==> src/hdl/rgb_to_hsv_converter_assert.svh <==
// ----------------------------------------------------------------------------
// RGB to HSV converter assertion macros
// Checks on posedge clk, disabled while rst is high.
// ----------------------------------------------------------------------------
`ifndef RGB_TO_HSV_CONVERTER_ASSERT_SVH
`define RGB_TO_HSV_CONVERTER_ASSERT_SVH

// consequent checked in the same cycle
`define RHC_ASSERT_NOW(lbl, ante, cons, msg) \
  lbl: assert property (@(posedge clk) disable iff (rst) (ante) |-> (cons)) else $error(msg);

// consequent checked in the following cycle
`define RHC_ASSERT_NEXT(lbl, ante, cons, msg) \
  lbl: assert property (@(posedge clk) disable iff (rst) (ante) |=> (cons)) else $error(msg);

`endif

==> src/hdl/rhc_pkg.sv <==
// ----------------------------------------------------------------------------
// rhc_pkg
// Widths, constants and types shared by the RGB to HSV converter.
// ----------------------------------------------------------------------------
package rhc_pkg;

  localparam int CHAN_W      = 8;
  localparam int CHAN_LEVELS = 1 << CHAN_W;
  localparam int HUE_W       = 16;
  localparam int SAT_W       = 16;

  // sector sum n < 6*delta
  localparam int N_W         = 11;
  // 65536*n + 3*delta
  localparam int HUE_NUM_W   = 27;
  // 131070*delta + max
  localparam int SAT_NUM_W   = 25;
  // 6*delta and 2*max
  localparam int HUE_DIV_W   = 11;
  localparam int SAT_DIV_W   = 9;
  // quotient estimates
  localparam int HUE_Q_W     = 17;
  localparam int SAT_Q_W     = 16;

  localparam int RCP_W       = 32;
  localparam logic [RCP_W:0] RCP_ONE = {1'b1, {RCP_W{1'b0}}};

  localparam int QUEUE_DEPTH = 4;

  typedef struct packed {
    logic [CHAN_W-1:0]    brightness;
    logic [CHAN_W-1:0]    delta;
    logic                 grey;
    logic [HUE_NUM_W-1:0] hue_num;
    logic [SAT_NUM_W-1:0] sat_num;
  } item_t;

  typedef struct packed {
    logic full;
    logic empty;
  } q_status_t;

endpackage

==> src/hdl/rhc_pixel_if.sv <==
// ----------------------------------------------------------------------------
// rhc_pixel_if
// Valid/ready channel carrying one RGB pixel.
// ----------------------------------------------------------------------------
interface rhc_pixel_if;
  import rhc_pkg::*;

  logic              valid;
  logic              ready;
  logic [CHAN_W-1:0] red;
  logic [CHAN_W-1:0] green;
  logic [CHAN_W-1:0] blue;

  modport source (output valid, output red, output green, output blue, input ready);
  modport sink (input valid, input red, input green, input blue, output ready);

endinterface

==> src/hdl/rhc_front.sv <==
// ----------------------------------------------------------------------------
// rhc_front
// Accepts pixels, finds max/min and hue sector, forms both dividends.
// ----------------------------------------------------------------------------
module rhc_front (
  input  logic             clk,
  input  logic             rst,
  rhc_pixel_if.sink        pixel,
  output rhc_pkg::item_t   push_item,
  output logic             push_valid,
  input  logic             push_ready
);
  import rhc_pkg::*;

  logic [CHAN_W-1:0]    r, g, b;
  logic                 red_max, green_max;
  logic [CHAN_W-1:0]    mx, mn, delta;
  logic [N_W-1:0]       d11, three_d, six_d, n;
  item_t                item_next;
  item_t                item;
  logic                 vld;

  assign r = pixel.red;
  assign g = pixel.green;
  assign b = pixel.blue;

  always_comb begin
    red_max   = (r >= g) && (r >= b);
    green_max = !red_max && (g >= b);
    mx        = red_max ? r : (green_max ? g : b);
    mn        = r;
    if (g < mn) begin
      mn = g;
    end
    if (b < mn) begin
      mn = b;
    end
    delta   = mx - mn;
    d11     = N_W'(delta);
    three_d = (d11 << 1) + d11;
    six_d   = three_d << 1;
    if (red_max) begin
      n = (g >= b) ? N_W'(g - b) : six_d - N_W'(b - g);
    end else if (green_max) begin
      n = (d11 << 1) + N_W'(b) - N_W'(r);
    end else begin
      n = (d11 << 2) + N_W'(r) - N_W'(g);
    end
    item_next.brightness = mx;
    item_next.delta      = delta;
    item_next.grey       = (delta == '0);
    item_next.hue_num    = {n, {HUE_NUM_W-N_W{1'b0}}} + HUE_NUM_W'(three_d);
    item_next.sat_num    = {delta, {SAT_NUM_W-CHAN_W{1'b0}}}
                           - SAT_NUM_W'({delta, 1'b0}) + SAT_NUM_W'(mx);
  end

  assign pixel.ready = !vld || push_ready;

  always_ff @(posedge clk) begin
    if (rst) begin
      vld <= 1'b0;
    end else if (pixel.ready) begin
      vld <= pixel.valid;
    end
  end

  always_ff @(posedge clk) begin
    if (pixel.valid && pixel.ready) begin
      item <= item_next;
    end
  end

  assign push_item  = item;
  assign push_valid = vld;

endmodule

==> src/flat_wrapper.sv <==
// flat-port wrapper written by rule: the top's interface ports become plain ports
module rhc_front_flat import rhc_pkg::*;
  (clk, rst, push_item, push_valid, push_ready, pixel_valid, pixel_red, pixel_green, pixel_blue, pixel_ready);
  rhc_pixel_if pixel_i ();
  input  logic clk;
  input  logic rst;
  output rhc_pkg::item_t push_item;
  output logic push_valid;
  input  logic push_ready;
  input wire logic [$bits(pixel_i.valid)-1:0] pixel_valid;
  input wire logic [$bits(pixel_i.red)-1:0] pixel_red;
  input wire logic [$bits(pixel_i.green)-1:0] pixel_green;
  input wire logic [$bits(pixel_i.blue)-1:0] pixel_blue;
  output wire logic [$bits(pixel_i.ready)-1:0] pixel_ready;
  assign pixel_i.valid = pixel_valid;
  assign pixel_i.red = pixel_red;
  assign pixel_i.green = pixel_green;
  assign pixel_i.blue = pixel_blue;
  assign pixel_ready = pixel_i.ready;
  rhc_front u_core (.clk(clk), .rst(rst), .pixel(pixel_i), .push_item(push_item), .push_valid(push_valid), .push_ready(push_ready));
endmodule
==> config.mk <==
export PLATFORM = sky130hd
export DESIGN_NAME = rhc_front_flat
export DESIGN_NICKNAME = d
export VERILOG_FILES = /design/src/hdl/rgb_to_hsv_converter_assert.svh /design/src/hdl/rhc_pkg.sv /design/src/hdl/rhc_pixel_if.sv /design/src/hdl/rhc_front.sv /design/src/flat_wrapper.sv
export SDC_FILE = /design/constraint.sdc
export NUM_CORES = 1
export LEC_CHECK = 0
export BUFFER_PORTS_ARGS = -buffer_cell sky130_fd_sc_hd__clkbuf_2
export CAP_MARGIN = 20
export CORE_MARGIN = 2
export CORE_UTILIZATION = 45
export DETAILED_ROUTE_END_ITERATION = 10
export MAX_ROUTING_LAYER = met4
export PLACE_DENSITY = 0.66
export RECOVER_POWER = 100
export SYNTH_ARGS = -nofsm -noshare
export SYNTH_HDL_FRONTEND = slang
export SYNTH_SLANG_ARGS = --single-unit
==> constraint.sdc <==
create_clock -name clk -period 13.2 [get_ports clk]
set_input_delay 2.64 -clock clk [delete_from_list [all_inputs] [get_ports clk]]
set_output_delay 2.64 -clock clk [all_outputs]
set_load 0.1 [all_outputs]
* After elaboration in Yosys (flattened, before gate mapping)
Index checks and enable logic that the tools add are counted.
Word-level totals: register bits 70, bits in latches 0, bits in writable memories 0, ROM bits 0, input bits 28, output and inout bits 71, word-level logic and storage cells 37, memories 0
Operators by class: add/subtract/negate cells 12, $mul 0, divide/modulo/power cells 0, order comparisons 5, equal/unequal tests 0, shift operators 0, muxes and demuxes 7, bitwise operators 0, reduce and logical (&&, ||, !) cells 7
Operators by type and width (number):
- $mux W11 | 3
- $mux W8 | 4
- $add A27 B11 Y27 | 1
- $add A25 B8 Y25 | 1
- $sub A25 B9 Y25 | 1
- $ge A8 B8 Y1 | 3
- $sub A11 B8 Y11 | 2
- $add A9 B8 Y10 | 2
- $sub A8 B8 Y9 | 2
- $lt A8 B8 Y1 | 2
- $add A10 B8 Y11 | 1
- $sub A11 B11 Y11 | 1
- $logic_not A8 Y1 | 1
- $sub A8 B8 Y8 | 1
- $logic_and A1 B1 Y1 | 3
- $logic_not A1 Y1 | 2
- $logic_or A1 B1 Y1 | 1

* Longest topological paths before layout
Gate-level depths: netlist (run 1).
word-level depth 12, depth in mapped cells 38, depth with buffers taken out 37

* Least setup slack after synthesis (run 1)
Ideal clock, no wire load.
kind input -> register, start in pixel_green[1], end reg u_core.item (netlist bit u_core.push_item[51]), data pin, setup time 0.276 ns, arrival time 9.511 ns, data required time 12.924 ns, slack 3.414 ns, stages 35, buffers on the path 2, cells stage by stage inv_1 -> ha_1 -> nand2b_1 -> a21oi_1 -> nor2_1 -> o21ai_0 -> clkbuf_1 -> nor2_1 -> a21oi_1 -> ha_1 -> a21o_1 -> a21o_1 -> a21oi_1 -> o31a_1 -> a31oi_4 -> clkbuf_1 -> o21ai_0 -> ha_1 -> nor2b_1 -> o21a_1 -> o211a_1 -> o41ai_2 -> xnor2_2 -> xnor2_4 -> ha_1 -> o311ai_0 -> nand3_1 -> nor2_1 -> inv_1 -> ha_1 -> or4_1 -> o311ai_0 -> a31oi_1 -> mux2i_1 -> a22oi_1
RTL lines:
- from (decl) | RTL line flat_wrapper.sv:12 | input wire logic [$bits(pixel_i.green)-1:0] pixel_green;
- to (signal assigned) | RTL line rhc_front.sv:69 | item <= item_next;
- to (decl) | RTL line rhc_front.sv:20 | item_t item;

==> impl_metrics.tcl, run 1 <==
set metrics [dict create \
    final-max-slew-violation-count 62 \
    dr.pass1.iters 5 \
    ys_ff_latch 62 \
    min_path_cells 2 \
    clockRootBuffer "clkbuf_16" \
    io_pins 99 \
    cts_resized 0 \
    crit_path_start_kind "input pin" \
    final_cell_mix "ha_1 (110), inv_1 (78), clkbuf_1 (69)" \
    tightest_slew_ns 3.193 \
    dp_hpwl_um 13720 \
    async_reset_ff_frac 0 \
    rows 44 \
    ys_seq_area_frac 0.2726 \
    seqCellArea_um2 1852 \
    fin_tns_setup_ns 0 \
    netlist_area_um2 6794 \
    skew_ns 0.005946 \
    max-clock-path-buffers 2 \
    post_cts_buffers 0 \
    chipHeight_um 126.9 \
    drc_errors 0 \
    vias 5613 \
    final_common_cell "ha_1" \
    synth.distinct_cells 67 \
    critPathMaxStageDelay_ns 1.06 \
    cp_common_cell "ha_1" \
    crit_path_end_kind "flip-flop" \
    hp-class "reg -> reg" \
    htree_levels 3 \
    rsz0062_at_grt "no" \
    cts_tree "done" \
    finalNetCount 982 \
    clkLatencyLatePin_ns 0.33 \
    start_util 0.4639 \
    setup_viol 0 \
    dieArea_um2 16100 \
    layout-drive-gt1-share 0.06946 \
    crit_fanout 21 \
    cts_sinks 62 \
    path_class "in -> reg" \
    fmax_mhz 91.09 \
    grt_usage 0.2223 \
    hold_viol 0 \
    cp_num_cells 26 \
    cp_top_family "compound AO/OA/AOI/OAI gates" \
    relSlewSlack -1.129 \
    wl_per_cell_um 17.01 \
    gp_congestion 0.9812 \
    yosys_warnings 0 \
    antenna_cells 0 \
    fillers 1481 \
    vias_per_cell 5.508 \
    portBuffers 92 \
    ant_nets 0 \
    grt_pass1_vias 5282 \
    synthFlopType "edfxtp_1" \
    die_x_um 126.9 \
    crit_arrival_ns 11.03 \
    r2r_cells 3 \
    areaGrowthSynthToFinish_pct 11.90 \
    grt_max_degree 62 \
    cts_made_buffers 9 \
    min_period_ns 10.98 \
    multi_input_area_um2 4488 \
    slowest_stage "xnor2_1" \
    synth_edf_count 61 \
    violations "max-capacitance violations, max-slew violations" \
    cp.required_ns 13.25 \
    gr-total-overflow 0 \
    antenna_found_initial 0 \
    core_um2 14640 \
    wl_um 17330 \
    status "finished with violations" \
    clk_pin_slew_ns 0.05 \
    ctsHoldBuffers 0 \
    grt_pass1_wl_um 27440 \
    drtIter0Drc 419 \
    synthCells 739 \
    maxCapViolations 1 \
    worst-path-buf-inv 4 \
    finalCritPeriodShare 0.8316 \
    avgSynthCellArea_um2 9.194 \
]
-- stage by stage --
step / util / setup WS, ns / hold WS [ns] / instances / area [um^2]
6_report: 0.5191 / 2.222 / 0.5158 / 1019 / 7602
5_1_grt: 0.5191 / 1.689 / 0.5458 / 1019 / 7602
4_1_cts: 0.5292 / 3.165 / 0.5239 / 1019 / 7750
2_1_floorplan: - / 3.414 / 1.730 / 744 / 6813
3_5_place_dp: 0.5072 / 2.830 / 0.5201 / 1003 / 7427
3_3_place_gp: 0.5072 / 2.968 / 0.5043 / 1003 / 7427
-- synthesized netlist by cell type, drive strengths merged, types with 9 or more instances --
library cell | number | area share
ha | 110 | 0.20
inv | 79 | 0.044
a21oi | 63 | 0.049
edfxtp | 61 | 0.27
nand2 | 55 | 0.030
nor2 | 49 | 0.027
o21ai | 46 | 0.034
xnor2 | 43 | 0.060
a21o | 18 | 0.020
buf | 16 | 0.014
xor2 | 16 | 0.021
nand2b | 15 | 0.014
fa | 14 | 0.041
a211oi | 13 | 0.014
a31oi | 13 | 0.014
o21bai | 11 | 0.014
nor2b | 10 | 0.0092
mux2i | 9 | 0.014
-- logic make-up (layout without fill, tap and decap cells) --
group,after synthesis,in the layout,synth area share
xor gates and xnor gates,59,59,0.08103
buffers and inverters,102,193,0.06206
adders and majority gates,124,124,0.2438
muxes,11,11,0.01768
other,1,6,0.0005520
and+or+nand+nor,173,173,0.1221
AOI/OAI and AO/OA,207,207,0.2002
DFF,62,62,0.2726
-- flip-flops by register name, indices dropped and copies added (netlist names) --
name / count
u_core.push_item: 61
u_core.push_valid: 1
-- final timing paths --
check,startpoint,end,slack (ns)
worst max-delay path,pixel_blue[7],u_core.push_item[51]$_DFFE_PP_,2.22
worst min-delay path,u_core.push_valid$_SDFFE_PP0N_,u_core.push_valid$_SDFFE_PP0N_,0.52
worst max register to register,u_core.push_valid$_SDFFE_PP0N_,u_core.push_item[48]$_DFFE_PP_,9.92
worst min register to register,u_core.push_valid$_SDFFE_PP0N_,u_core.push_valid$_SDFFE_PP0N_,0.52
-- tightest hold or removal path: stages, from the launching register on --
cell and delay, ns:
dfxtp_1 0.30, nand2b_1 0.10, a21oi_1 0.07
-- final cells by class --
cell class | instances | area share
multi-input cells | 580 | 0.5904
flip-flops and latches | 62 | 0.2436
repair buffers | 98 | 0.05415
inverters | 79 | 0.03917
well taps | 184 | 0.03028
clock buffers | 9 | 0.02962
clock inverters | 7 | 0.01284
-- metal layers --
| layer | wire length [um] | GRT usage |
|---|---|---|
| met1 | 8442 | 0.3126 |
| met3 | 897 | 0.02404 |
| met5 | 0 | - |
| met2 | 7770 | 0.3454 |
| met4 | 221 | 0.05495 |
Power of run 1 is not shown: default switching activity piles up to over one toggle a cycle in this logic, so the estimate is an artifact.
==> run 2: changes to the inputs <==
==> constraint.sdc (replaced) <==
create_clock -name clk -period 10.2 [get_ports clk]
set_input_delay 2.04 -clock clk [delete_from_list [all_inputs] [get_ports clk]]
set_output_delay 2.04 -clock clk [all_outputs]
set_load 0.1 [all_outputs]
==> run 2 against run 1 <==
  * The run still ends with max-capacitance violations, max-slew violations left
  * Critical path depth up 2
  * Non-clock buffer count increased by 2
  * Count of clock-buffer cells in the layout up 2
  * First-iteration DRC count decreased by 11%
  * Wire length rose by 0.32%
  * Cell count up 0.20%
  * Sequential share of layout area barely moved
  * Via count grew 0.48%
  * Die area stayed put
  * Critical endpoint unchanged
==> impl_metrics.tcl, run 2 (synthesis gave the netlist of run 1 again) <==
set metrics [dict create \
    layout-drive-gt1-share 0.07049 \
    cts_resized 0 \
    r2r_cells 3 \
    violations "max-capacitance violations, max-slew violations" \
    dieArea_um2 16100 \
    hold_viol 0 \
    grt_max_degree 62 \
    areaGrowthSynthToFinish_pct 11.95 \
    status "finished with violations" \
    ctsHoldBuffers 0 \
    crit_path_end_kind "flip-flop" \
    ant_nets 0 \
    antenna_found_initial 0 \
    htree_levels 3 \
    r2r_slack_ns 6.96 \
    start_util 0.4639 \
    portBuffers 92 \
    crit_fanout 23 \
    drc_errors 0 \
    largest_reg_flops 61 \
    vias 5640 \
    cts_tree "done" \
    final_common_cell "ha_1" \
    post_cts_buffers 0 \
    core_um2 14640 \
    finalCritPeriodShare 0.9304 \
    hp-class "reg -> reg" \
    maxCapViolations 1 \
    r2r_start "u_core.push_valid$_SDFFE_PP0N_" \
    finalNetCount 984 \
    chipHeight_um 126.9 \
    clkLatencyLatePin_ns 0.33 \
    grt_usage 0.2257 \
    cts_sinks 62 \
    die_x_um 126.9 \
    dr.pass1.iters 5 \
    max-clock-path-buffers 2 \
    fmax_mhz 105.4 \
    cp-endpoint "u_core.push_item[51]$_DFFE_PP_" \
    crit_path_start_kind "input pin" \
    cts_made_buffers 9 \
    io_pins 99 \
    wl_um 17390 \
    final-max-slew-violation-count 62 \
    fillers 1416 \
    path_class "in -> reg" \
    rows 44 \
    antenna_cells 0 \
    clockRootBuffer "clkbuf_16" \
    wl_per_cell_um 17.03 \
    dp_hpwl_um 13960 \
    vias_per_cell 5.524 \
    r2r_end "u_core.push_item[51]$_DFFE_PP_" \
    skew_ns 0.003980 \
    crit_arrival_ns 9.54 \
    fin_tns_setup_ns 0 \
    rsz0062_at_grt "no" \
    gp_congestion 0.8980 \
    grt_pass1_wl_um 28020 \
    clk_pin_slew_ns 0.05 \
    tightest_slew_ns 3.139 \
    critical_path.startpoint "pixel_blue[7]" \
    min_period_ns 9.490 \
    gr-total-overflow 0 \
    grt_pass1_vias 5439 \
    setup_viol 0 \
    final_cell_mix "ha_1 (110), inv_1 (78), clkbuf_1 (71)" \
    cp.required_ns 10.25 \
    relSlewSlack -1.093 \
    drtIter0Drc 374 \
]
run 2: layout make-up:
class / instances / area (um^2) / share of cell area
Multi-Input combinational cell: 580 / 4517 / 0.5938
Sequential cell: 62 / 1852 / 0.2435
Clock buffer: 11 / 232.7 / 0.03060
Timing Repair Buffer: 100 / 426.7 / 0.05609
Clock inverter: 5 / 50.05 / 0.006580
Tap cell: 184 / 230.2 / 0.03027
Inverter: 79 / 297.8 / 0.03915
run 2: metrics by stage:
step	setup WS [ns]	util	hold WS, ns	area, um^2	instances
after CTS	0.8429	0.5275	0.5280	7725	1021
final	0.7100	0.5194	0.5222	7606	1021
after global placement	0.7224	0.5082	0.5046	7442	1005
after detailed placement	0.5009	0.5082	0.5266	7442	1005
after global routing	0.1048	0.5194	0.5509	7606	1021
after floorplan	1.014	-	1.730	6813	744
run 2: metal layers:
layer  up-vias  track usage  part of all wire
met3        27      0.03332             0.058
li1       2808            -                 -
met5         -            -                 0
met1      2626       0.3107              0.48
met2       179       0.3479              0.44
met4         0      0.06399             0.016
run 2: worst min-delay path by stage:
stage	start	to	slack (ns)	cells after the start
floorplan	u_core.push_valid$_SDFFE_PP0N_	u_core.push_valid$_SDFFE_PP0N_	1.73	2
CTS	u_core.push_valid$_SDFFE_PP0N_	u_core.push_valid$_SDFFE_PP0N_	0.53	2
global placement	u_core.push_valid$_SDFFE_PP0N_	u_core.push_valid$_SDFFE_PP0N_	0.50	2
global route	u_core.push_valid$_SDFFE_PP0N_	u_core.push_valid$_SDFFE_PP0N_	0.55	2
detailed placement	u_core.push_valid$_SDFFE_PP0N_	u_core.push_valid$_SDFFE_PP0N_	0.53	2
finish	u_core.push_valid$_SDFFE_PP0N_	u_core.push_valid$_SDFFE_PP0N_	0.52	2
run 2: worst max-delay path, cell delays in order:
cell and delay [ns]:
clkbuf_1 0.23, inv_1 0.17, ha_1 0.67, nand4_1 0.28, o21bai_1 0.59, a21oi_1 0.08
clkbuf_1 0.51, mux2i_1 0.24, a21oi_1 0.20, clkbuf_1 0.36, ha_1 0.30, nor2b_1 0.13
o21a_1 0.18, o211a_1 0.27, or3_1 0.39, nand2_1 0.32, inv_1 0.27, o21ai_0 0.23
a22oi_1 0.13, xnor2_1 0.32, ha_1 0.33, a21oi_1 0.16, o21ai_0 0.19, or4_1 0.44
o311ai_0 0.11, a31oi_1 0.10, mux2i_1 0.18, a22oi_1 0.08
Power of run 2 is left out for the same reason.
