**src/hdl/rgb_to_hsv_converter_assert.svh**
```systemverilog
// ----------------------------------------------------------------------------
// RGB to HSV converter assertion macros
// Checks on posedge clk, disabled while rst is high.
// ----------------------------------------------------------------------------
`ifndef RGB_TO_HSV_CONVERTER_ASSERT_SVH
`define RGB_TO_HSV_CONVERTER_ASSERT_SVH

// consequent checked in the same cycle
`define RHC_ASSERT_NOW(lbl, ante, cons, msg) \
  lbl: assert property (@(posedge clk) disable iff (rst) (ante) |-> (cons)) else $error(msg);

// consequent checked in the following cycle
`define RHC_ASSERT_NEXT(lbl, ante, cons, msg) \
  lbl: assert property (@(posedge clk) disable iff (rst) (ante) |=> (cons)) else $error(msg);

`endif

```
**src/hdl/rhc_pkg.sv**
```systemverilog
// ----------------------------------------------------------------------------
// rhc_pkg
// Widths, constants and types shared by the RGB to HSV converter.
// ----------------------------------------------------------------------------
package rhc_pkg;

  localparam int CHAN_W      = 8;
  localparam int CHAN_LEVELS = 1 << CHAN_W;
  localparam int HUE_W       = 16;
  localparam int SAT_W       = 16;

  // sector sum n < 6*delta
  localparam int N_W         = 11;
  // 65536*n + 3*delta
  localparam int HUE_NUM_W   = 27;
  // 131070*delta + max
  localparam int SAT_NUM_W   = 25;
  // 6*delta and 2*max
  localparam int HUE_DIV_W   = 11;
  localparam int SAT_DIV_W   = 9;
  // quotient estimates
  localparam int HUE_Q_W     = 17;
  localparam int SAT_Q_W     = 16;

  localparam int RCP_W       = 32;
  localparam logic [RCP_W:0] RCP_ONE = {1'b1, {RCP_W{1'b0}}};

  localparam int QUEUE_DEPTH = 4;

  typedef struct packed {
    logic [CHAN_W-1:0]    brightness;
    logic [CHAN_W-1:0]    delta;
    logic                 grey;
    logic [HUE_NUM_W-1:0] hue_num;
    logic [SAT_NUM_W-1:0] sat_num;
  } item_t;

  typedef struct packed {
    logic full;
    logic empty;
  } q_status_t;

endpackage

```
**src/hdl/rhc_queue.sv**
```systemverilog
// ----------------------------------------------------------------------------
// rhc_queue
// Short FIFO between the classify front and the divide back.
// ----------------------------------------------------------------------------
module rhc_queue #(
  parameter int DEPTH = rhc_pkg::QUEUE_DEPTH
) (
  input  logic                clk,
  input  logic                rst,
  input  rhc_pkg::item_t      push_item,
  input  logic                push_valid,
  output logic                push_ready,
  output rhc_pkg::item_t      pop_item,
  output logic                pop_valid,
  input  logic                pop_ready,
  output rhc_pkg::q_status_t  status
);
  import rhc_pkg::*;

  localparam int PTR_W = (DEPTH > 1) ? $clog2(DEPTH) : 1;
  localparam int CNT_W = $clog2(DEPTH + 1);

  item_t            mem [DEPTH];
  logic [PTR_W-1:0] wr_ptr, rd_ptr;
  logic [CNT_W-1:0] count;
  logic             do_push, do_pop;

  assign status.full  = (count == CNT_W'(DEPTH));
  assign status.empty = (count == '0);
  assign push_ready   = !status.full;
  assign pop_valid    = !status.empty;
  assign pop_item     = mem[rd_ptr];
  assign do_push      = push_valid && push_ready;
  assign do_pop       = pop_valid && pop_ready;

  always_ff @(posedge clk) begin
    if (rst) begin
      wr_ptr <= '0;
      rd_ptr <= '0;
      count  <= '0;
    end else begin
      if (do_push) begin
        wr_ptr <= (wr_ptr == PTR_W'(DEPTH - 1)) ? '0 : wr_ptr + 1'b1;
      end
      if (do_pop) begin
        rd_ptr <= (rd_ptr == PTR_W'(DEPTH - 1)) ? '0 : rd_ptr + 1'b1;
      end
      if (do_push && !do_pop) begin
        count <= count + 1'b1;
      end else if (do_pop && !do_push) begin
        count <= count - 1'b1;
      end
    end
  end

  always_ff @(posedge clk) begin
    if (do_push) begin
      mem[wr_ptr] <= push_item;
    end
  end

endmodule

```
**config.mk**
```make
export PLATFORM = sky130hd
export DESIGN_NAME = rhc_queue
export DESIGN_NICKNAME = d
export VERILOG_FILES = /design/src/hdl/rgb_to_hsv_converter_assert.svh /design/src/hdl/rhc_pkg.sv /design/src/hdl/rhc_queue.sv
export SDC_FILE = /design/constraint.sdc
export NUM_CORES = 1
export LEC_CHECK = 0
export ABC_AREA = 0
export ABC_CLOCK_PERIOD_IN_PS = 2840
export BUFFER_PORTS_ARGS = -buffer_cell sky130_fd_sc_hd__buf_2
export CAP_MARGIN = 30
export CORE_MARGIN = 2
export CORE_UTILIZATION = 36
export CTS_BUF_LIST = sky130_fd_sc_hd__clkbuf_4 sky130_fd_sc_hd__clkbuf_8
export DETAILED_ROUTE_END_ITERATION = 12
export GPL_TIMING_DRIVEN = 0
export PLACE_DENSITY = 0.57
export SYNTH_ARGS = -nofsm -noshare
export SYNTH_HDL_FRONTEND = slang
export SYNTH_SLANG_ARGS = --single-unit
```
**constraint.sdc**
```tcl
create_clock -name clk -period 2.84 [get_ports clk]
set_input_delay 0.142 -clock clk [delete_from_list [all_inputs] [get_ports clk]]
set_output_delay 0.142 -clock clk [all_outputs]
set_load 0.01 [all_outputs]
```
Word-level counts from Yosys, hierarchy flattened
Memory sizes are Yosys's and may differ from the RTL's. A register that Yosys moved wholly into a read port is not among the register bits.
Cells that the tools add are included.
W data, S select, Z words.
- add/sub/neg operators: 4
- eq/ne operators: 3
- multiplexer cells: 8
- reductions and logical operators: 10
- operator list (kind ; number):
    $mux W2 ; 4
    $mux W3 ; 2
    $add A2 B1 Y2 const B ; 2
    $eq A2 B2 Y1 const B ; 2
    $logic_and A1 B1 Y1 ; 4
    $logic_not A1 Y1 ; 4
    $add A3 B1 Y3 const B ; 1
    $eq A3 B3 Y1 const B ; 1
    $logic_not A3 Y1 ; 1
    $sub A3 B1 Y3 const B ; 1
    $mux W1 ; 2
    $reduce_bool A2 Y1 ; 1
- bits in registers: 7
- memory bits (writable): 276
- bits of input ports: 73
- output and inout port bits: 73
- memories: 1
- memory list (memory ; words ; width ; rd ports ; clocked after memory_dff ; wr ports ; RTL line ; text):
    mem ; 4 ; 69 ; 1 ; 1 ; 1 ; rhc_queue.sv:23 ; item_t mem [DEPTH];

Logic depth before layout (Yosys ltp)
Gate-level depths: netlist of run 1.
- word-level depth: 7
- mapped depth: 9

Worst setup path after synthesis of run 1
No wires, ideal clock.
- path kind: register to register
- start point: register count[0]
- end point: register count[2]
- setup time: 0.070 ns
- data arrival time: 2.119 ns
- data required time: 2.770 ns
- slack: 0.651 ns
- stages on the path, launching flop included: 8
- cells stage by stage: dfxtp_1 > o31ai_1 > ha_1 > inv_1 > fa_1 > xor2_1 > or3_2 > a21oi_1
- longest elaborated chain between the ends: 6
- RTL lines (element ; RTL line ; text):
    start, declared ; rhc_queue.sv:25 ; logic [CNT_W-1:0] count;
    start signal, assigned ; rhc_queue.sv:49 ; count <= count + 1'b1;
    start signal, assigned ; rhc_queue.sv:51 ; count <= count - 1'b1;
    branches (longest 6 deep; another with $sub A3 B1 Y3) ; -- ;
Several ways; the timed one is not identified. The select of a mux whose other input is x is not followed.
A chain may end at the register's enable or synchronous reset.

Final worst setup path of run 1
Ends and elaborated chain as after synthesis.

==> summary.md, run 1 <==
| Metric | Value |
|---|---|
| Setup WS post-layout | 0.293 ns |
| Area Overhead vs Synth | 28.5% |
| Hold depth | 4 |
| Remaining Overflow, GRT | 0 |
| Num ports | 146 |
| Worst R2R Setup Slack | 0.29 ns |
| Die footprint | 0.0303 mm² |
| H-tree Lvls | 2 |
| Crit path required time | 3.30 ns |
| First-pass detailed-route iteration total | 4 |
| Post_cts resized | 0 |
| Via density | 4.70 |
| Primary FF master, synth | edfxtp_1 |
| Endpoints failing hold | 0 |
| Share of the synthesized area in the top cell type | 0.795 |
| Count leader, synth | edfxtp_1 |
| Net Sw Frac | 0.257 |
| Layout Utilization | 0.468 |
| Leakage power | 0.00461 µW |
| Share of post-route cells with drive strength above 1 | 0.434 |
| Mean post-synth cell area | 25.4 µm² |
| Via count | 5,167 |
| RSZ-0062 raised after global routing | no |
| Hold path start | pop_ready |
| Total GRT Usage | 0.136 |
| Row count | 62 |
| Post-synth top area cell | edfxtp_1 |
| Ys async rst share | 0 |
| Starting Density | 0.364 |
| Crit path DAT | 3.01 ns |
| Root buffer cell | clkbuf_8 |
| Num CTS Buffers | 48 |
| Distinct cell type count after synthesis | 25 |
| DRC errors left | 0 |
| Reg2reg end | count[2]$_SDFFE_PP0P_ |
| IO Port Bufs | 144 |
| Worst R2R Start | count[0]$_SDFFE_PP0P_ |
| GPL Wtd Cong | 0.735 |
| Hold Buf Count CTS | 72 |
| Period minus WS final | 2.55 ns |
| Pin count of the biggest net entering global routing | 36 |
| Reg clk slew, reported paths | 0.06 ns |
| R2r worst-path depth | 7 |
| Initial antenna violation count | 0 |
| Placed wire-length estimate | 12.1 mm |
| Sequential group share of total power | 0.471 |
| Top post-synthesis cells by count | 276 x edfxtp_1, 69 x mux4_2, 9 x dfxtp_1, 8 x buf_2 |
| Total setup buffers inserted after CTS | 0 |
| CTS Buffer Depth | 3 |
| Diode count | 0 |
| Crit share post-route | 0.897 |
| FMAX | 393 MHz |
| Clk sinks | 285 |
| Chip Width | 174 µm |
| Worst vdd ir | 0.524 mV |
| CP endpoint kind | register |
| Worst slack, placed | 0.294 ns |
| Comb pwr share | 0.214 |
| Cells after synthesis | 411 |
| Crit path max fanout | 5 |
| Final setup fails | 0 |
| Worst setup SP type | register |
| Psw | 2830 µW |
| First-pass GRT wire length | 31.9 mm |
| Hold Crit Endpoint | rd_ptr[0]$_SDFFE_PP0P_ |
| Initial drt markers | 292 |
| Wirelength per Cell | 18.2 µm |
| TritonCTS clock tree | built |
| Post-DRT Antenna Nets | 0 |
| Total power divided by cell area | 822 mW/mm² |
| Yosys reg bits | 285 |
| Skew-Pair Late Insertion Delay | 0.54 ns |
| Post-synthesis sequential area ratio | 0.812 |
| Ranking of synthesized cells by area | edfxtp_1 79%, mux4_2 15%, dfxtp_1 1.7% |
| Total negative slack | 0 ns |
| Post-Route WL | 20.0 mm |
| Number of enable flip-flop cells after synthesis | 276 |
| Pint | 8180 µW |
| Slew @ Worst Pin | 0.686 ns |
| CP Class | reg2reg |
| Core area | 0.0286 mm² |
| Slew Limit Fails | 0 |
| Skew final | 0.0153 ns |
| Final hold slack | 0.0665 ns |
| Normalized max-slew margin | 0.539 |
| Min-delay worst type | in2reg |
| Number of global-route vias before repair | 5,901 |
| Max_cap viols | 0 |
| Syn nets | 491 |
| Syn Std Cell Area | 0.0104 mm² |
| Yosys warns | 0 |
| Outcome | finished clean |
| Part of the power in the clock network | 0.315 |
| Chip height | 174 µm |
| Final layout net count | 761 |
worst max-delay path by stage:
| stage | start | endpoint | slack [ns] | depth (start not counted) |
|---|---|---|---|---|
| after CTS | count[0]$_SDFFE_PP0P_ | count[2]$_SDFFE_PP0P_ | 0.29 | 7 |
| after detailed placement | count[0]$_SDFFE_PP0P_ | count[2]$_SDFFE_PP0P_ | 0.29 | 7 |
| after floorplan | count[0]$_SDFFE_PP0P_ | count[2]$_SDFFE_PP0P_ | 0.65 | 7 |
| after global routing | count[1]$_SDFFE_PP0P_ | count[2]$_SDFFE_PP0P_ | 0.08 | 7 |
| final | count[0]$_SDFFE_PP0P_ | count[2]$_SDFFE_PP0P_ | 0.29 | 7 |
| after global placement | count[0]$_SDFFE_PP0P_ | mem[0][59]$_DFFE_PP_ | 0.11 | 3 |
registers in the layout, indices dropped and copies added, names as in the netlist, named ones only:
signal / cells
wr_ptr: 2
mem: 276
rd_ptr: 2
count: 3
worst max-delay path, stage by stage (launching register included):
cell and delay (ns):
dfxtp_1 0.37, o31ai_1 0.62, ha_1 0.32, inv_1 0.06, fa_1 0.37, xor2_1 0.18
or3_2 0.41, a21oi_1 0.15
metrics by stage:
stage	cell area [µm²]	total power, µW	instances
5_1_grt	13400	11600	1100
3_3_place_gp	11600	7520	939
6_report	13400	11000	1100
4_1_cts	13400	11200	1100
2_1_floorplan	10400	6690	411
3_5_place_dp	11800	7630	943
kinds of logic after synthesis:
family,Yosys count,synth area share
AO/OA/AOI/OAI,7,0.00456
XOR/XNOR,2,0.00168
AND/OR/NAND/NOR,16,0.00948
buffers and inverters,23,0.0121
adder cells (fa/ha/maj),7,0.00912
multiplexers,71,0.151
flip-flops,285,0.812
placed cells by master, fill, tap and decap left out, drive strengths merged:
master and n:
nand3 2, clkinv 15, nor2 3, or3b 1, bufinv 1, xor2 2, nand2 1, and3 4
fa 1, mux4 69, dfxtp 9, nor3 1, o21ai 1, a21o 1, and2 1, buf 160
or3 3, mux2i 2, ha 6, o31ai 2, edfxtp 276, inv 5, dlygate4sd3 72, clkinvlp 1
clkbuf 74, a21oi 3
metal layers:
layer  wire length [µm]  GRT usage  part of all wire
met3               1100     0.0341             0.055
met2              10200      0.234              0.51
met5                  0          0                 0
met4                491     0.0466             0.025
met1               8260      0.167              0.41
power by group through the flow:
stage	Clock [µW]	Combinational, µW	Sequential [µW]
floorplan	0	1440	5250
global placement	0	2240	5270
detailed placement	0	2340	5280
CTS	3600	2440	5200
global route	3790	2570	5230
finish	3460	2360	5190
cell type report:
cell class                 instances  area [µm²]
buffer                            18         108
clock buffer                      68         830
clock inverter                    17        98.8
fill                            2412       15200
inverter                           5        18.8
multi-input combinational        103        1850
sequential                       285        8470
tap                              384         480
timing repair buffer             220        1550
(Power assumes the default switching activity.)
==> run 2: changes to the inputs <==
- CORE_ASPECT_RATIO: not set -> 1.25
==> run 2 against run 1 <==
  * Final area decreased by 0.16%
  * Flip-flop and latch count unchanged
  * Combinational power about the same
  * Largest cell class unchanged
  * Highest routed layer unchanged
  * Critical path type unchanged
  * Critical path depth unchanged
  * Clock skew increased by 0.0097 ns
  * Wire length decreased by 0.23%
  * Non-clock buffer count increased by 1
  * Register-to-register slack improved by 0.07 ns
  * Via count decreased by 0.43%
  * Sequential share of layout area increased by 0.10 points
  * First-iteration DRC count decreased by 28%
  * Count of clock-buffer cells in the layout decreased by 3
==> summary.md, run 2 (synthesis results as in run 1) <==
| Metric | Value |
|---|---|
| Outcome | finished clean |
| Worst vdd ir | 0.544 mV |
| Sequential group share of total power | 0.468 |
| First-pass GRT wire length | 30.9 mm |
| Reg clk slew, reported paths | 0.06 ns |
| Slew Limit Fails | 0 |
| Share of post-route cells with drive strength above 1 | 0.435 |
| Final layout net count | 759 |
| Max_cap viols | 0 |
| First-pass detailed-route iteration total | 4 |
| Die footprint | 0.0304 mm² |
| Psw | 2790 µW |
| Slew @ Worst Pin | 0.767 ns |
| Chip Width | 156 µm |
| Hold Buf Count CTS | 73 |
| Num ports | 146 |
| CP startpoint | count[1]$_SDFFE_PP0P_ |
| Area Overhead vs Synth | 28.3% |
| RSZ-0062 raised after global routing | no |
| Normalized max-slew margin | 0.489 |
| CP endpoint kind | register |
| Most frequent cells in the layout | 276 x edfxtp_1, 152 x buf_2, 73 x dlygate4sd3_1 |
| DRC errors left | 0 |
| CP Class | reg2reg |
| Root buffer cell | clkbuf_8 |
| Clk sinks | 285 |
| Met3 Routed Length | 1.17 mm |
| Pint | 8270 µW |
| Total GRT Usage | 0.135 |
| Via density | 4.83 |
| Skew-Pair Late Insertion Delay | 0.55 ns |
| Reg2reg end | count[2]$_SDFFE_PP0P_ |
| Most common cell after layout, fill and taps aside | edfxtp_1 |
| Post-DRT Antenna Nets | 0 |
| Comb pwr share | 0.213 |
| CTS Buffer Depth | 3 |
| Num CTS Buffers | 45 |
| Min-delay worst type | in2reg |
| IO Port Bufs | 144 |
| Chip height | 194 µm |
| Worst R2R Setup Slack | 0.37 ns |
| H-tree Lvls | 2 |
| Leakage power | 0.00461 µW |
| Max reg flops | 276 |
| FMAX | 404 MHz |
| Net Sw Frac | 0.252 |
| Crit path to | count[2]$_SDFFE_PP0P_ |
| Endpoints failing hold | 0 |
| Worst setup SP type | register |
| Diode count | 0 |
| Crit share post-route | 0.871 |
| Final setup fails | 0 |
| Total setup buffers inserted after CTS | 0 |
| Placed wire-length estimate | 12.1 mm |
| TritonCTS clock tree | built |
| Starting Density | 0.366 |
| Number of global-route vias before repair | 5,730 |
| Crit path max fanout | 5 |
| Worst slack, placed | 0.399 ns |
| Post_cts resized | 0 |
| Crit path DAT | 2.95 ns |
| Wirelength per Cell | 18.7 µm |
| Initial antenna violation count | 0 |
| Period minus WS final | 2.47 ns |
| R2r worst-path depth | 7 |
| GPL Wtd Cong | 0.685 |
| Part of the power in the clock network | 0.319 |
| Skew final | 0.0251 ns |
| FILL cells | 2,393 |
| Pin count of the biggest net entering global routing | 49 |
| Crit path required time | 3.31 ns |
| Initial drt markers | 210 |
| Max layer used | met4 |
| Total power divided by cell area | 827 mW/mm² |
| Wire length on met1 | 7.99 mm |
| Worst R2R Start | count[1]$_SDFFE_PP0P_ |
| Most flops, register | mem |
| Setup WS post-layout | 0.367 ns |
| Row count | 69 |
| Post-Route WL | 20.0 mm |
| Total negative slack | 0 ns |
| Met2 WL | 10.2 mm |
| Remaining Overflow, GRT | 0 |
| Via count | 5,145 |
| Core area | 0.0285 mm² |
| Largest registers | mem (276), count (3) |
[run 2: changes by cell type in the layout (fill, tap and decap cells not counted)]
cell,before,now
clkinv_1,11,7
bufinv_16,1,3
clkbuf_8,51,49
clkbuf_4,17,16
clkinv_2,4,3
dlygate4sd3_1,72,73
[run 2: metrics by stage]
step	instances	instance area, µm²	util	hold WS, ns	power [µW]
2_1_floorplan	411	10400	-	0.241	6690
3_5_place_dp	914	11700	0.411	0.359	7610
5_1_grt	1066	13400	0.470	0.306	11600
4_1_cts	1066	13400	0.470	0.282	11300
3_3_place_gp	910	11600	0.407	0.351	7510
6_report	1066	13400	0.470	0.339	11100
[run 2: power by group through the flow]
stage | clock network, µW | registers, µW | logic [µW]
6_report | 3530 | 5180 | 2360
5_1_grt | 3840 | 5220 | 2570
4_1_cts | 3660 | 5190 | 2430
3_5_place_dp | 0 | 5280 | 2340
3_3_place_gp | 0 | 5270 | 2240
2_1_floorplan | 0 | 5250 | 1440
[run 2: per-layer routing]
| layer | vias up | track usage |
|---|---|---|
| li1 | 2302 | - |
| met1 | 2644 | 0.159 |
| met2 | 151 | 0.230 |
| met3 | 48 | 0.0387 |
| met4 | 0 | 0.0561 |
| met5 | - | 0 |
[run 2: how the worst min path moves through the flow]
stage,from,to,slack (ns),cells after the start
after floorplan,push_item[0],mem[0][0]$_DFFE_PP_,0.24,0
after global placement,push_item[34],mem[1][34]$_DFFE_PP_,0.35,1
after detailed placement,push_item[7],mem[2][7]$_DFFE_PP_,0.36,1
after CTS,push_item[0],mem[1][0]$_DFFE_PP_,0.28,2
after global routing,push_item[32],mem[2][32]$_DFFE_PP_,0.31,2
final,push_item[12],mem[2][12]$_DFFE_PP_,0.34,2
[run 2: critical path: stages, from the launching register on]
cell and delay (ns):
dfxtp_1 0.35, o31ai_1 0.58, ha_1 0.30, inv_1 0.06
fa_1 0.37, xor2_1 0.18, or3_2 0.41, a21oi_1 0.16
[run 2: cell type report]
type                       count  area (µm²)  share of cell area
tap                          355         444              0.0332
multi-input combinational    103        1850               0.138
inverter                       5        18.8             0.00140
buffer                        18         108             0.00804
clock buffer                  65         795              0.0594
timing repair buffer         221        1560               0.117
sequential                   285        8470               0.633
clock inverter                14         139              0.0104
==> run 3: changes to the inputs <==
- ABC_CLOCK_PERIOD_IN_PS: 2840 -> 2050
- PLACE_DENSITY: 0.57 -> 0.59
- clock period: 2.84 -> 2.05 ns (I/O delays scaled with it)
==> run 3 against run 2 <==
  * The flow now finishes with violations (negative setup slack)
  * Final area increased by 3.8%
  * Final cell count increased by 1.3%
  * Register-to-register slack got worse by 0.34 ns
  * Combinational power increased by 78%
  * Power increased by 45%
  * Utilization increased by 1.8 points
  * Count of clock-buffer cells in the layout decreased by 7
  * Non-clock buffer count increased by 15
  * Highest routed layer unchanged
==> summary.md, run 3 (synthesis results as in run 1) <==
| Metric | Value |
|---|---|
| Stages on worst setup path | 5 |
| Chip Width | 156 µm |
| Num ports | 146 |
| CP endpoint kind | output pin |
| Via count | 5,200 |
| Most frequent cells in the layout | 276 x edfxtp_1, 113 x buf_2, 72 x dlygate4sd3_1 |
| Worst slack, placed | -0.176 ns |
| Row count | 69 |
| Normalized max-slew margin | 0.599 |
| Pin count of the biggest net entering global routing | 37 |
| Worst vdd ir | 0.581 mV |
| Remaining Overflow, GRT | 0 |
| Design area | 0.0139 mm² |
| Total GRT Usage | 0.137 |
| Wirelength per Cell | 20.2 µm |
| CP max stage cell | mux4_2 |
| IO Port Bufs | 144 |
| Starting Density | 0.366 |
| Total negative slack | -0.0487 ns |
| Crit share post-route | 1.01 |
| Die footprint | 0.0304 mm² |
| Largest registers | mem (276), count (3) |
| Post-DRT Antenna Nets | 0 |
| Most common cell after layout, fill and taps aside | edfxtp_1 |
| Via density | 4.81 |
| CP Class | reg2out |
| Core area | 0.0285 mm² |
| Initial drt markers | 231 |
| Cells along the critical path | buf_12 -> buf_4 -> clkbuf_16 -> mux4_2 -> buf_2 |
| Setup WS post-layout | -0.0203 ns |
| Reg2reg end | count[2]$_SDFFE_PP0P_ |
| FMAX | 483 MHz |
| Max_cap viols | 0 |
| CP bufs+invs | 4 |
| Final hold slack | 0.302 ns |
| Clk sinks | 285 |
| Chip height | 194 µm |
| Slew Limit Fails | 0 |
| Total power | 16,000 µW |
| Root buffer cell | clkbuf_8 |
| R2r worst-path depth | 8 |
| Placed Instance Area | 0.0117 mm² |
| Skew-Pair Late Insertion Delay | 0.55 ns |
| Skew final | 0.0257 ns |
| Outcome | finished with violations |
| Most flops, register | mem |
| Max reg flops | 276 |
| Leakage power | 0.00479 µW |
| Post-Route WL | 21.8 mm |
| H-tree Lvls | 2 |
| Worst R2R Start | count[2]$_SDFFE_PP0P_ |
| First-pass GRT wire length | 31.7 mm |
| First-pass detailed-route iteration total | 5 |
| GPL Wtd Cong | 0.660 |
| RSZ-0062 raised after global routing | yes |
| Worst setup SP type | register |
| DRC errors left | 0 |
| TritonCTS clock tree | built |
| Crit path DAT | 1.97 ns |
| Final layout net count | 777 |
| Final setup fails | 6 |
| CP max stage delay | 0.48 ns |
| Worst R2R Setup Slack | 0.03 ns |
| Min-delay worst type | in2reg |
| Slew @ Worst Pin | 0.601 ns |
| Initial antenna violation count | 0 |
| Crit path to | pop_item[2] |
| Number of global-route vias before repair | 5,754 |
| Hold path start | push_item[37] |
| Diode count | 0 |
| Crit path max fanout | 6 |
| Share of post-route cells with drive strength above 1 | 0.469 |
| Area Overhead vs Synth | 33.2% |
| Period minus WS final | 2.07 ns |
| Placed wire-length estimate | 12.1 mm |
| Reg clk slew, reported paths | 0.06 ns |
| Num CTS Buffers | 44 |
| Failing checks | negative setup slack |
| Total power divided by cell area | 1150 mW/mm² |
| CTS Buffer Depth | 3 |
| Critical path's top delay family | buffers and inverters |
| Endpoints failing hold | 0 |
| Crit path required time | 1.95 ns |
-- run 3: cell count changes in the layout (fill, tap and decap cells not counted), moves of 4 or more --
| cell | before | now |
|---|---|---|
| clkbuf_1 | 6 | 1 |
| and3_2 | 0 | 4 |
| buf_12 | 0 | 9 |
| clkbuf_8 | 49 | 45 |
| buf_4 | 0 | 10 |
| buf_6 | 4 | 35 |
| buf_2 | 152 | 113 |
| dfxtp_1 | 9 | 5 |
-- run 3: worst min-delay path by stage --
stage,to,slack [ns],cells past startpoint
final,mem[0][37]$_DFFE_PP_,0.30,2
after global routing,mem[0][37]$_DFFE_PP_,0.28,2
after CTS,mem[0][37]$_DFFE_PP_,0.25,2
after detailed placement,mem[0][37]$_DFFE_PP_,0.32,1
after global placement,mem[1][35]$_DFFE_PP_,0.31,1
after floorplan,mem[0][0]$_DFFE_PP_,0.20,0
-- run 3: area by class of cell --
type                    instances  area [µm²]
clock inverters                16         128
well taps                     355         444
inverters                       5        18.8
flip-flops and latches        285        8480
fillers                      2397       14600
repair buffers                237        1960
plain buffers                  17         210
multi-input cells             107        1920
clock buffers                  58         717
-- run 3: power breakdown --
part | switching (µW) | total [µW] | internal (µW)
Combinational | 1920 | 4190 | 2270
Sequential | 165 | 7220 | 7060
Clock | 2070 | 4590 | 2520
Total | 4150 | 16000 | 11900
-- run 3: per-stage QoR --
stage               utilization  cells
floorplan                     -    411
global placement          0.408    910
detailed placement        0.411    914
CTS                       0.479   1068
global route              0.487   1080
finish                    0.487   1080
-- run 3: per-layer routing --
| layer | vias up | global-route usage | share of wire |
|---|---|---|---|
| met5 | - | 0 | 0 |
| met3 | 35 | 0.0320 | 0.042 |
| li1 | 2340 | - | - |
| met1 | 2696 | 0.161 | 0.39 |
| met4 | 0 | 0.0489 | 0.020 |
| met2 | 129 | 0.246 | 0.54 |
-- run 3: timing repair --
action	in CTS	in global routing
resized for setup	62	21
endpoints found under the hold margin	285	0
pin swaps	5	8
endpoints found under the setup margin	68	204
hold buffers	72	0
setup buffers	7	6
gates cloned	1	7
